File: config.mk
export PLATFORM = sky130hd
export DESIGN_NAME = tty_line_discipline
export DESIGN_NICKNAME = d
export VERILOG_FILES = /design/src/tld_pkg.sv /design/src/tty_line_discipline.sv /design/src/tld_ram.sv /design/src/tld_out_seq.sv
export SDC_FILE = /design/constraint.sdc
export NUM_CORES = 2
export LEC_CHECK = 0
export ABC_AREA = 1
export ABC_CLOCK_PERIOD_IN_PS = 7540
export BUFFER_PORTS_ARGS = -buffer_cell sky130_fd_sc_hd__buf_2
export CAP_MARGIN = 20
export CELL_PAD_IN_SITES_DETAIL_PLACEMENT = 1
export CELL_PAD_IN_SITES_GLOBAL_PLACEMENT = 2
export CORE_AREA = 2 2 657 659
export CTS_CLUSTER_SIZE = 12
export DETAILED_ROUTE_END_ITERATION = 16
export DIE_AREA = 0 0 659 661
export GPL_ROUTABILITY_DRIVEN = 1
export PLACE_DENSITY_LB_ADDON = 0.1
export SETUP_SLACK_MARGIN = 0.4
export SKIP_CTS_REPAIR_TIMING = 1
export SYNTH_ARGS = -nofsm -noshare
export SYNTH_HDL_FRONTEND = slang
export SYNTH_SLANG_ARGS = --single-unit
File: constraint.sdc
create_clock -name clk -period 7.54 [get_ports clk]
set_input_delay 0.754 -clock clk [delete_from_list [all_inputs] [get_ports clk]]
set_output_delay 0.754 -clock clk [all_outputs]
set_load 0.005 [all_outputs]
File: src/tld_pkg.sv
// Shared types, sizes and character codes for the terminal line discipline.
// No dependencies; every other file of the block imports this package.
package tld_pkg;

  localparam int FIFO_DEPTH = 256;
  localparam int LINE_DEPTH = 256;
  localparam int BYTE_W     = 8;

  localparam int FIFO_AW = $clog2(FIFO_DEPTH);
  localparam int FIFO_CW = $clog2(FIFO_DEPTH + 1);
  localparam int LINE_AW = $clog2(LINE_DEPTH);
  localparam int LINE_LW = $clog2(LINE_DEPTH + 1);

  localparam logic [BYTE_W-1:0] CH_ETX = 8'd3;
  localparam logic [BYTE_W-1:0] CH_EOT = 8'd4;
  localparam logic [BYTE_W-1:0] CH_BS  = 8'd8;
  localparam logic [BYTE_W-1:0] CH_LF  = 8'd10;
  localparam logic [BYTE_W-1:0] CH_CR  = 8'd13;
  localparam logic [BYTE_W-1:0] CH_SUB = 8'd26;
  localparam logic [BYTE_W-1:0] CH_ESC = 8'd27;
  localparam logic [BYTE_W-1:0] CH_SP  = 8'd32;
  localparam logic [BYTE_W-1:0] CH_DEL = 8'd127;

  localparam logic OP_PUSH = 1'b0;
  localparam logic OP_READ = 1'b1;

  localparam logic REG_RAW_MODE = 1'b0;
  localparam logic REG_ECHO     = 1'b1;

  localparam logic [1:0] SIG_NONE = 2'd0;
  localparam logic [1:0] SIG_INTR = 2'd1;
  localparam logic [1:0] SIG_SUSP = 2'd2;

  typedef enum logic [1:0] {
    KIND_ECHO = 2'd0,
    KIND_READ = 2'd1,
    KIND_PUSH = 2'd2
  } kind_t;

  typedef enum logic [1:0] {
    ST_OK     = 2'd0,
    ST_NODATA = 2'd1,
    ST_EOF    = 2'd2
  } status_t;

  // All results caused by one item: up to three echo bytes, then one reply.
  typedef struct packed {
    logic [1:0]                  echo_cnt;
    logic [2:0][BYTE_W-1:0]      echo_byte;
    kind_t                       kind;
    logic [BYTE_W-1:0]           data;
    status_t                     status;
    logic                        acc;
    logic                        avail;
  } bundle_t;

  function automatic logic is_term(input logic [BYTE_W-1:0] b);
    return (b == CH_LF) || (b == CH_CR) || (b == CH_EOT);
  endfunction

endpackage

File: src/tty_line_discipline.sv
// Terminal input line discipline. An accepted item waits in the item register,
// is executed in one pass and its results go to the result register. A push
// gives one result, a read up to four (echo bytes, reply), sent one per cycle
// unless stalled, so pushes run at one item per cycle and a read holds the
// next item until its last result is taken. Reset selects cooked mode with
// echo on and clears pointers, counts and flags; stores are kept.
module tty_line_discipline import tld_pkg::*; (
  input  logic              clk,
  input  logic              rst,
  input  logic              cfg_we,
  input  logic              cfg_index,
  input  logic              cfg_data,
  input  logic              item_valid,
  output logic              item_stall,
  input  logic              opcode,
  input  logic [BYTE_W-1:0] byte_in,
  output logic              result_valid,
  input  logic              result_stall,
  output logic [1:0]        kind,
  output logic [BYTE_W-1:0] data_byte,
  output logic [1:0]        read_status,
  output logic              accepted,
  output logic              line_available,
  output logic              last
);

  logic               raw_mode;
  logic               echo_enable;
  logic [FIFO_AW-1:0] head, head_next;
  logic [FIFO_AW-1:0] tail, tail_next;
  logic [FIFO_CW-1:0] count, count_next;
  logic [FIFO_CW-1:0] term_cnt, term_cnt_next;
  logic [LINE_LW-1:0] line_len, line_len_next;
  logic [LINE_LW-1:0] read_pos, read_pos_next;
  logic               line_ready, line_ready_next;
  logic [1:0]         sig_pend, sig_pend_next;

  logic               pend_valid;
  logic               pend_opcode;
  logic [BYTE_W-1:0]  pend_byte;

  logic               seq_free;
  logic               exec_go;
  logic               item_xfer;
  bundle_t            bnd;

  logic               fifo_we;
  logic [BYTE_W-1:0]  fifo_rd;
  logic               line_we;
  logic [BYTE_W-1:0]  line_wdata;
  logic [BYTE_W-1:0]  line_rd;
  logic [LINE_LW-1:0] eff_len;
  logic [LINE_LW-1:0] new_len;
  logic [LINE_LW-1:0] pos_inc;
  logic               do_pop;

  assign exec_go    = pend_valid && seq_free;
  assign item_stall = pend_valid && !seq_free;
  assign item_xfer  = item_valid && !item_stall;
  // A line that was being drained counts as empty once it is used up.
  assign eff_len    = line_ready ? '0 : line_len;
  assign pos_inc    = read_pos + LINE_LW'(1);

  tld_ram #(.DEPTH(FIFO_DEPTH)) u_fifo_ram (
    .clk     (clk),
    .wr_en   (fifo_we),
    .wr_addr (tail),
    .wr_data (pend_byte),
    .rd_addr (head_next),
    .rd_data (fifo_rd)
  );

  tld_ram #(.DEPTH(LINE_DEPTH)) u_line_ram (
    .clk     (clk),
    .wr_en   (line_we),
    .wr_addr (eff_len[LINE_AW-1:0]),
    .wr_data (line_wdata),
    .rd_addr (read_pos_next[LINE_AW-1:0]),
    .rd_data (line_rd)
  );

  // The RAM read ports follow the next head and read position, so fifo_rd
  // always holds the head byte and line_rd the byte at the read position.
  always_comb begin
    head_next       = head;
    tail_next       = tail;
    count_next      = count;
    term_cnt_next   = term_cnt;
    line_len_next   = line_len;
    read_pos_next   = read_pos;
    line_ready_next = line_ready;
    sig_pend_next   = sig_pend;
    fifo_we         = 1'b0;
    line_we         = 1'b0;
    line_wdata      = fifo_rd;
    new_len         = eff_len;
    do_pop          = 1'b0;
    bnd             = '0;
    bnd.kind        = KIND_READ;
    bnd.status      = ST_NODATA;
    bnd.echo_byte   = {CH_BS, CH_SP, CH_BS};

    if (exec_go) begin
      if (pend_opcode == OP_PUSH) begin
        bnd.kind   = KIND_PUSH;
        bnd.status = ST_OK;
        if (!raw_mode && (pend_byte == CH_ETX)) begin
          sig_pend_next = SIG_INTR;
          bnd.acc       = 1'b1;
        end else if (!raw_mode && (pend_byte == CH_SUB)) begin
          sig_pend_next = SIG_SUSP;
          bnd.acc       = 1'b1;
        end else if (count != FIFO_CW'(FIFO_DEPTH)) begin
          fifo_we    = 1'b1;
          tail_next  = (tail == FIFO_AW'(FIFO_DEPTH - 1)) ? '0 : tail + FIFO_AW'(1);
          count_next = count + FIFO_CW'(1);
          if (is_term(pend_byte)) begin
            term_cnt_next = term_cnt + FIFO_CW'(1);
          end
          bnd.acc = 1'b1;
        end
      end else if ((sig_pend == SIG_INTR) || (sig_pend == SIG_SUSP)) begin
        sig_pend_next = SIG_NONE;
        bnd.status    = ST_OK;
        bnd.data      = (sig_pend == SIG_INTR) ? CH_ETX : CH_SUB;
      end else begin
        sig_pend_next = SIG_NONE;
        if (raw_mode) begin
          if (count != '0) begin
            do_pop     = 1'b1;
            bnd.status = ST_OK;
            bnd.data   = fifo_rd;
          end
        end else if (line_ready && (read_pos < line_len)) begin
          bnd.status = ST_OK;
          bnd.data   = line_rd;
          if (pos_inc >= line_len) begin
            line_len_next   = '0;
            read_pos_next   = '0;
            line_ready_next = 1'b0;
          end else begin
            read_pos_next = pos_inc;
          end
        end else begin
          line_ready_next = 1'b0;
          line_len_next   = eff_len;
          read_pos_next   = '0;
          if (count != '0) begin
            do_pop = 1'b1;
            if ((fifo_rd == CH_BS) || (fifo_rd == CH_DEL)) begin
              if (eff_len != '0) begin
                line_len_next = eff_len - LINE_LW'(1);
                bnd.echo_cnt  = 2'd3;
              end
            end else if (is_term(fifo_rd)) begin
              if ((fifo_rd == CH_EOT) && (eff_len == '0)) begin
                bnd.status = ST_EOF;
              end else begin
                if (fifo_rd != CH_EOT) begin
                  if (eff_len != LINE_LW'(LINE_DEPTH)) begin
                    line_we = 1'b1;
                    new_len = eff_len + LINE_LW'(1);
                  end
                  bnd.echo_cnt  = 2'd2;
                  bnd.echo_byte = {CH_BS, CH_LF, CH_CR};
                end
                // The finishing read returns the first byte of the line.
                bnd.status = ST_OK;
                bnd.data   = (eff_len == '0) ? fifo_rd : line_rd;
                if (new_len <= LINE_LW'(1)) begin
                  line_len_next   = '0;
                  read_pos_next   = '0;
                  line_ready_next = 1'b0;
                end else begin
                  line_len_next   = new_len;
                  read_pos_next   = LINE_LW'(1);
                  line_ready_next = 1'b1;
                end
              end
            end else if ((fifo_rd != CH_ESC) && (eff_len != LINE_LW'(LINE_DEPTH))) begin
              line_we       = 1'b1;
              line_len_next = eff_len + LINE_LW'(1);
              bnd.echo_cnt  = 2'd1;
              bnd.echo_byte = {CH_BS, CH_SP, fifo_rd};
            end
          end
        end
      end

      if (do_pop) begin
        head_next  = (head == FIFO_AW'(FIFO_DEPTH - 1)) ? '0 : head + FIFO_AW'(1);
        count_next = count - FIFO_CW'(1);
        if (is_term(fifo_rd) && (term_cnt != '0)) begin
          term_cnt_next = term_cnt - FIFO_CW'(1);
        end
      end
    end

    if (!echo_enable) begin
      bnd.echo_cnt = '0;
    end
    if (raw_mode) begin
      bnd.avail = (count_next != '0);
    end else begin
      bnd.avail = (line_ready_next && (read_pos_next < line_len_next)) ||
                  (term_cnt_next != '0);
    end
  end

  always_ff @(posedge clk) begin
    if (rst) begin
      raw_mode    <= 1'b0;
      echo_enable <= 1'b1;
      head        <= '0;
      tail        <= '0;
      count       <= '0;
      term_cnt    <= '0;
      line_len    <= '0;
      read_pos    <= '0;
      line_ready  <= 1'b0;
      sig_pend    <= SIG_NONE;
      pend_valid  <= 1'b0;
    end else begin
      if (cfg_we) begin
        case (cfg_index)
          REG_RAW_MODE: raw_mode    <= cfg_data;
          REG_ECHO:     echo_enable <= cfg_data;
          default:      ;
        endcase
      end
      head       <= head_next;
      tail       <= tail_next;
      count      <= count_next;
      term_cnt   <= term_cnt_next;
      line_len   <= line_len_next;
      read_pos   <= read_pos_next;
      line_ready <= line_ready_next;
      sig_pend   <= sig_pend_next;
      if (item_xfer) begin
        pend_valid <= 1'b1;
      end else if (exec_go) begin
        pend_valid <= 1'b0;
      end
    end
  end

  always_ff @(posedge clk) begin
    if (item_xfer) begin
      pend_opcode <= opcode;
      pend_byte   <= byte_in;
    end
  end

  tld_out_seq u_out_seq (
    .clk            (clk),
    .rst            (rst),
    .load           (exec_go),
    .bundle_in      (bnd),
    .free           (seq_free),
    .result_valid   (result_valid),
    .result_stall   (result_stall),
    .kind           (kind),
    .data_byte      (data_byte),
    .read_status    (read_status),
    .accepted       (accepted),
    .line_available (line_available),
    .last           (last)
  );

endmodule

File: src/tld_ram.sv
// Simple dual-port byte memory with registered read and write-to-read bypass.
// Depends on tld_pkg for the byte width.
module tld_ram import tld_pkg::*; #(
  parameter int DEPTH = 256,
  parameter int AW    = $clog2(DEPTH)
) (
  input  logic              clk,
  input  logic              wr_en,
  input  logic [AW-1:0]     wr_addr,
  input  logic [BYTE_W-1:0] wr_data,
  input  logic [AW-1:0]     rd_addr,
  output logic [BYTE_W-1:0] rd_data
);

  logic [BYTE_W-1:0] mem [DEPTH];

  always_ff @(posedge clk) begin
    if (wr_en) begin
      mem[wr_addr] <= wr_data;
    end
    // A byte written at the address being read shows up on the next cycle.
    if (wr_en && (wr_addr == rd_addr)) begin
      rd_data <= wr_data;
    end else begin
      rd_data <= mem[rd_addr];
    end
  end

endmodule

File: src/tld_out_seq.sv
// Result register that hands out the results of one item, one per transfer.
// Depends on tld_pkg for the bundle type.
module tld_out_seq import tld_pkg::*; (
  input  logic              clk,
  input  logic              rst,
  input  logic              load,
  input  bundle_t           bundle_in,
  output logic              free,
  output logic              result_valid,
  input  logic              result_stall,
  output logic [1:0]        kind,
  output logic [BYTE_W-1:0] data_byte,
  output logic [1:0]        read_status,
  output logic              accepted,
  output logic              line_available,
  output logic              last
);

  bundle_t    bnd;
  logic [1:0] idx;
  logic       busy;
  logic       on_reply;
  logic       xfer;

  assign on_reply     = (idx == bnd.echo_cnt);
  assign xfer         = busy && !result_stall;
  assign free         = !busy || (xfer && on_reply);
  assign result_valid = busy;
  assign last         = on_reply;
  assign line_available = bnd.avail;

  always_comb begin
    kind        = KIND_ECHO;
    data_byte   = '0;
    read_status = ST_OK;
    accepted    = 1'b0;
    if (on_reply) begin
      kind        = bnd.kind;
      data_byte   = bnd.data;
      read_status = bnd.status;
      accepted    = bnd.acc;
    end else begin
      case (idx)
        2'd0:    data_byte = bnd.echo_byte[0];
        2'd1:    data_byte = bnd.echo_byte[1];
        default: data_byte = bnd.echo_byte[2];
      endcase
    end
  end

  always_ff @(posedge clk) begin
    if (rst) begin
      busy <= 1'b0;
      idx  <= '0;
    end else if (load) begin
      busy <= 1'b1;
      idx  <= '0;
    end else if (xfer) begin
      if (on_reply) begin
        busy <= 1'b0;
      end else begin
        idx <= idx + 2'd1;
      end
    end
  end

  always_ff @(posedge clk) begin
    if (load) begin
      bnd <= bundle_in;
    end
  end

endmodule
==> results.json <==
{
  "worst_pin_slew_ps": 1214,
  "worstPathArrival_ps": 7670,
  "syn-num-nets": 14260,
  "drc": 0,
  "layout_common_cells": "4,131 x edfxtp_1, 2,289 x nand2_1, 2,092 x nand3_1",
  "layout_min_cycle_time_ps": 7042,
  "numPortBuffers": 32,
  "clock_sinks": 4208,
  "start_util_pct": 39.85,
  "vias_per_cell": 5.685,
  "syn_area_per_cell_um2": 12.04,
  "fp.dieH_um": 661,
  "ys_seq_area_share_pct": 73.46,
  "cp_slowest_cell": "nor2_1",
  "place_hpwl_um": 333100,
  "fin_crit_sh_pct": 93.40,
  "finalHoldViolations": 0,
  "pwr_density_cell_mw_per_mm2": 268.5,
  "ys_seq_elements": 4208,
  "startpoint_type": "flip-flop",
  "overflow": 0,
  "area_growth_pct": 12.37,
  "core_mm2": 0.4291,
  "crit_top_cell": "nand3_1",
  "routedWlPerCell_um": 28.03,
  "syn_inst": 14200,
  "firstDrtPassIters": 6,
  "final-setup-viol-count": 0,
  "postRouteAntennaNets": 0,
  "ir_drop_mv": 0.2336,
  "layout-drive-gt1-share_pct": 7.484,
  "clockBufferDepth": 4,
  "drtIter0Drc": 10940,
  "cts_tree": "yes",
  "path_clk_slew_ps": 60,
  "wl_um": 564400,
  "ios": 33,
  "max_freq_ghz": 0.1420,
  "hold_class": "in2reg",
  "crit_path_end": "u_line_ram.mem[183][3]$_DFFE_PP_",
  "cp_cell_sequence": "inv_16 > buf_4 > nand2_1 > nand3_1 > nand3_1 > nand3_1 > nand3_1 > nand3_1 > nand3_1 > nand3_1 > nand2_2 > inv_8 > nand2_1 > nor2_1 > nand2_1 > nand2_1 > buf_4 > inv_1 > nand2_1 > nor2_1 > nand3_2 > nor2_1 > nand2_2 > nor2_2",
  "final-max-slew-violation-count": 0,
  "setup_tns_ps": 0,
  "routabilityCongestion": 0.8663,
  "cp-end-kind": "flip-flop",
  "critPathRequiredTime_ps": 8170,
  "insertion_delay_ps": 1010,
  "cp_max_fo": 109,
  "post_dp_cell_area_mm2": 0.1777,
  "rsz0062_at_grt": "yes",
  "die_area_mm2": 0.4356,
  "final_common_cell": "edfxtp_1",
  "die_w_um": 659,
  "track_usage_pct": 25.38,
  "clock_skew_ps": 44.98,
  "numCtsBuffers": 458,
  "synth-main-ff-cell": "edfxtp_1",
  "fin_util_pct": 44.77,
  "async_flop_share_pct": 0,
  "crit_type": "reg2reg",
  "synth_edf_count": 4131,
  "relSlewSlack_pct": 18.57,
  "cts_max_level": 5,
  "r2r.worst_path.cells": 24,
  "grt_max_degree": 201,
  "reg2reg_slack_ps": 500,
  "cap_violations": 0,
  "status": "complete, no violations",
  "grt_pass1_vias": 115700,
  "fin_nets": 14110,
  "critPathMaxStageDelay_ps": 730,
  "finish.instance_area_mm2": 0.1921,
  "netlist_area_mm2": 0.1710,
  "r2r-end": "u_line_ram.mem[183][3]$_DFFE_PP_",
  "grt_pass1_wl_um": 822300,
  "hold_ws_ps": 37.79,
  "cts-root-buf": "clkbuf_16",
  "vias": 114500,
  "synth_warnings": 0,
  "post_synth_num_cell_types": 56,
  "antenna_found_initial": 27,
  "rows": 241,
  "p_leak_nw": 63.66
}
## stage by stage
stage / cells / setup slack, ps / power [mW]
after CTS: 20120 / 280.4 / 51.99
after global routing: 20130 / 252.5 / 53.08
after detailed placement: 19290 / 293.3 / 30.41
after global placement: 19290 / 348.5 / 30.31
final: 20140 / 498.0 / 51.58
after floorplan: 14200 / 610.2 / 28.89
## final cells by class
class | count | area, µm²
diodes | 11 | 27.53
clock buffers | 582 | 12230
clock inverters | 240 | 1896
fillers | 44250 | 237000
inverters | 220 | 944.7
multi-input cells | 8804 | 40550
flip-flops and latches | 4208 | 125600
well taps | 5710 | 7144
repair buffers | 363 | 3696
## how the worst min path moves through the flow
stage | from | to | slack [ps] | depth (start not counted)
6_report | cfg_we | echo_enable$_SDFFE_PP1P_ | 40 | 3
5_1_grt | item_valid | pend_valid$_SDFFE_PP0P_ | 10 | 3
4_1_cts | byte_in[4] | pend_byte[4]$_DFFE_PP_ | -150 | 1
3_5_place_dp | sig_pend[1]$_SDFFE_PP0P_ | sig_pend[1]$_SDFFE_PP0P_ | 460 | 2
3_3_place_gp | sig_pend[1]$_SDFFE_PP0P_ | sig_pend[1]$_SDFFE_PP0P_ | 450 | 2
2_1_floorplan | sig_pend[1]$_SDFFE_PP0P_ | sig_pend[1]$_SDFFE_PP0P_ | 430 | 2
## worst max-delay path, delay by kind of cell, from the launching register on
kind | cells | cell delay [ps]
buffers and inverters | 5 | 1230
flip-flops | 1 | 640
AND/OR/NAND/NOR | 19 | 4580
## cell families after synthesis
group / count (synthesis) / synth area share, %
mux: 1 / 0.006586
flops: 4208 / 73.46
fa+ha+maj: 43 / 0.3147
buf+inv: 1190 / 2.954
compound gates: 2184 / 7.044
xor+xnor: 39 / 0.1998
simple gates: 6537 / 16.02
## power by group
| group | switching (mW) | internal (mW) | leakage, nW |
|---|---|---|---|
| Sequential | 0.0375 | 26.3 | 37.8 |
| Combinational | 2.86 | 0.706 | 19.0 |
| Clock | 9.36 | 12.3 | 6.91 |
## Yosys cell counts, types with 3 or more instances
| library cell | instances | area (µm²) |
|---|---|---|
| o32ai_1 | 31 | 271.5 |
| xor2_1 | 34 | 297.8 |
| nand3_2 | 5 | 50.05 |
| nand3_1 | 2099 | 10510 |
| a211oi_1 | 4 | 30.03 |
| nor2_1 | 2053 | 7706 |
| nand4_1 | 19 | 118.9 |
| a21oi_1 | 64 | 320.3 |
| a32o_1 | 3 | 30.03 |
| a31oi_1 | 8 | 50.05 |
| inv_2 | 5 | 18.77 |
| nand2_1 | 2297 | 8622 |
| clkinv_1 | 22 | 82.58 |
| clkbuf_1 | 557 | 2091 |
| edfxtp_1 | 4131 | 124000 |
| xnor2_1 | 5 | 43.79 |
| or2_2 | 4 | 25.02 |
| a22oi_1 | 7 | 52.55 |
| buf_2 | 346 | 1732 |
| ha_1 | 43 | 538.0 |
| nor3_1 | 30 | 150.1 |
| buf_1 | 36 | 135.1 |
| o21ai_0 | 1377 | 6892 |
| inv_1 | 191 | 716.9 |
| o22ai_1 | 657 | 4110 |
| nor4_1 | 10 | 62.56 |
| o22a_1 | 4 | 35.03 |
| buf_4 | 23 | 172.7 |
| buf_6 | 8 | 90.09 |
| dfxtp_1 | 77 | 1541 |
| o211ai_1 | 6 | 45.04 |
| nand2_2 | 10 | 62.56 |
## flip-flops by register name (all words and copies together) (netlist names), 2 cells and up, named ones only
register        flops
line_len            9
u_out_seq.bnd      25
u_out_seq.idx       2
tail                8
pend_byte           8
count               9
u_fifo_ram.mem   2048
u_line_ram.mem   2048
sig_pend            2
read_pos            9
term_cnt            9
head                8
## per-layer routing
layer | vias up | track usage, % | share of wire, %
li1 | 51170 | - | -
met1 | 59690 | 37.98 | 47
met2 | 2992 | 39.41 | 45
met3 | 629 | 3.722 | 5.7
met4 | 8 | 5.069 | 2.0
met5 | - | 0 | 0.0087
Power figures use the tool's default switching activity.
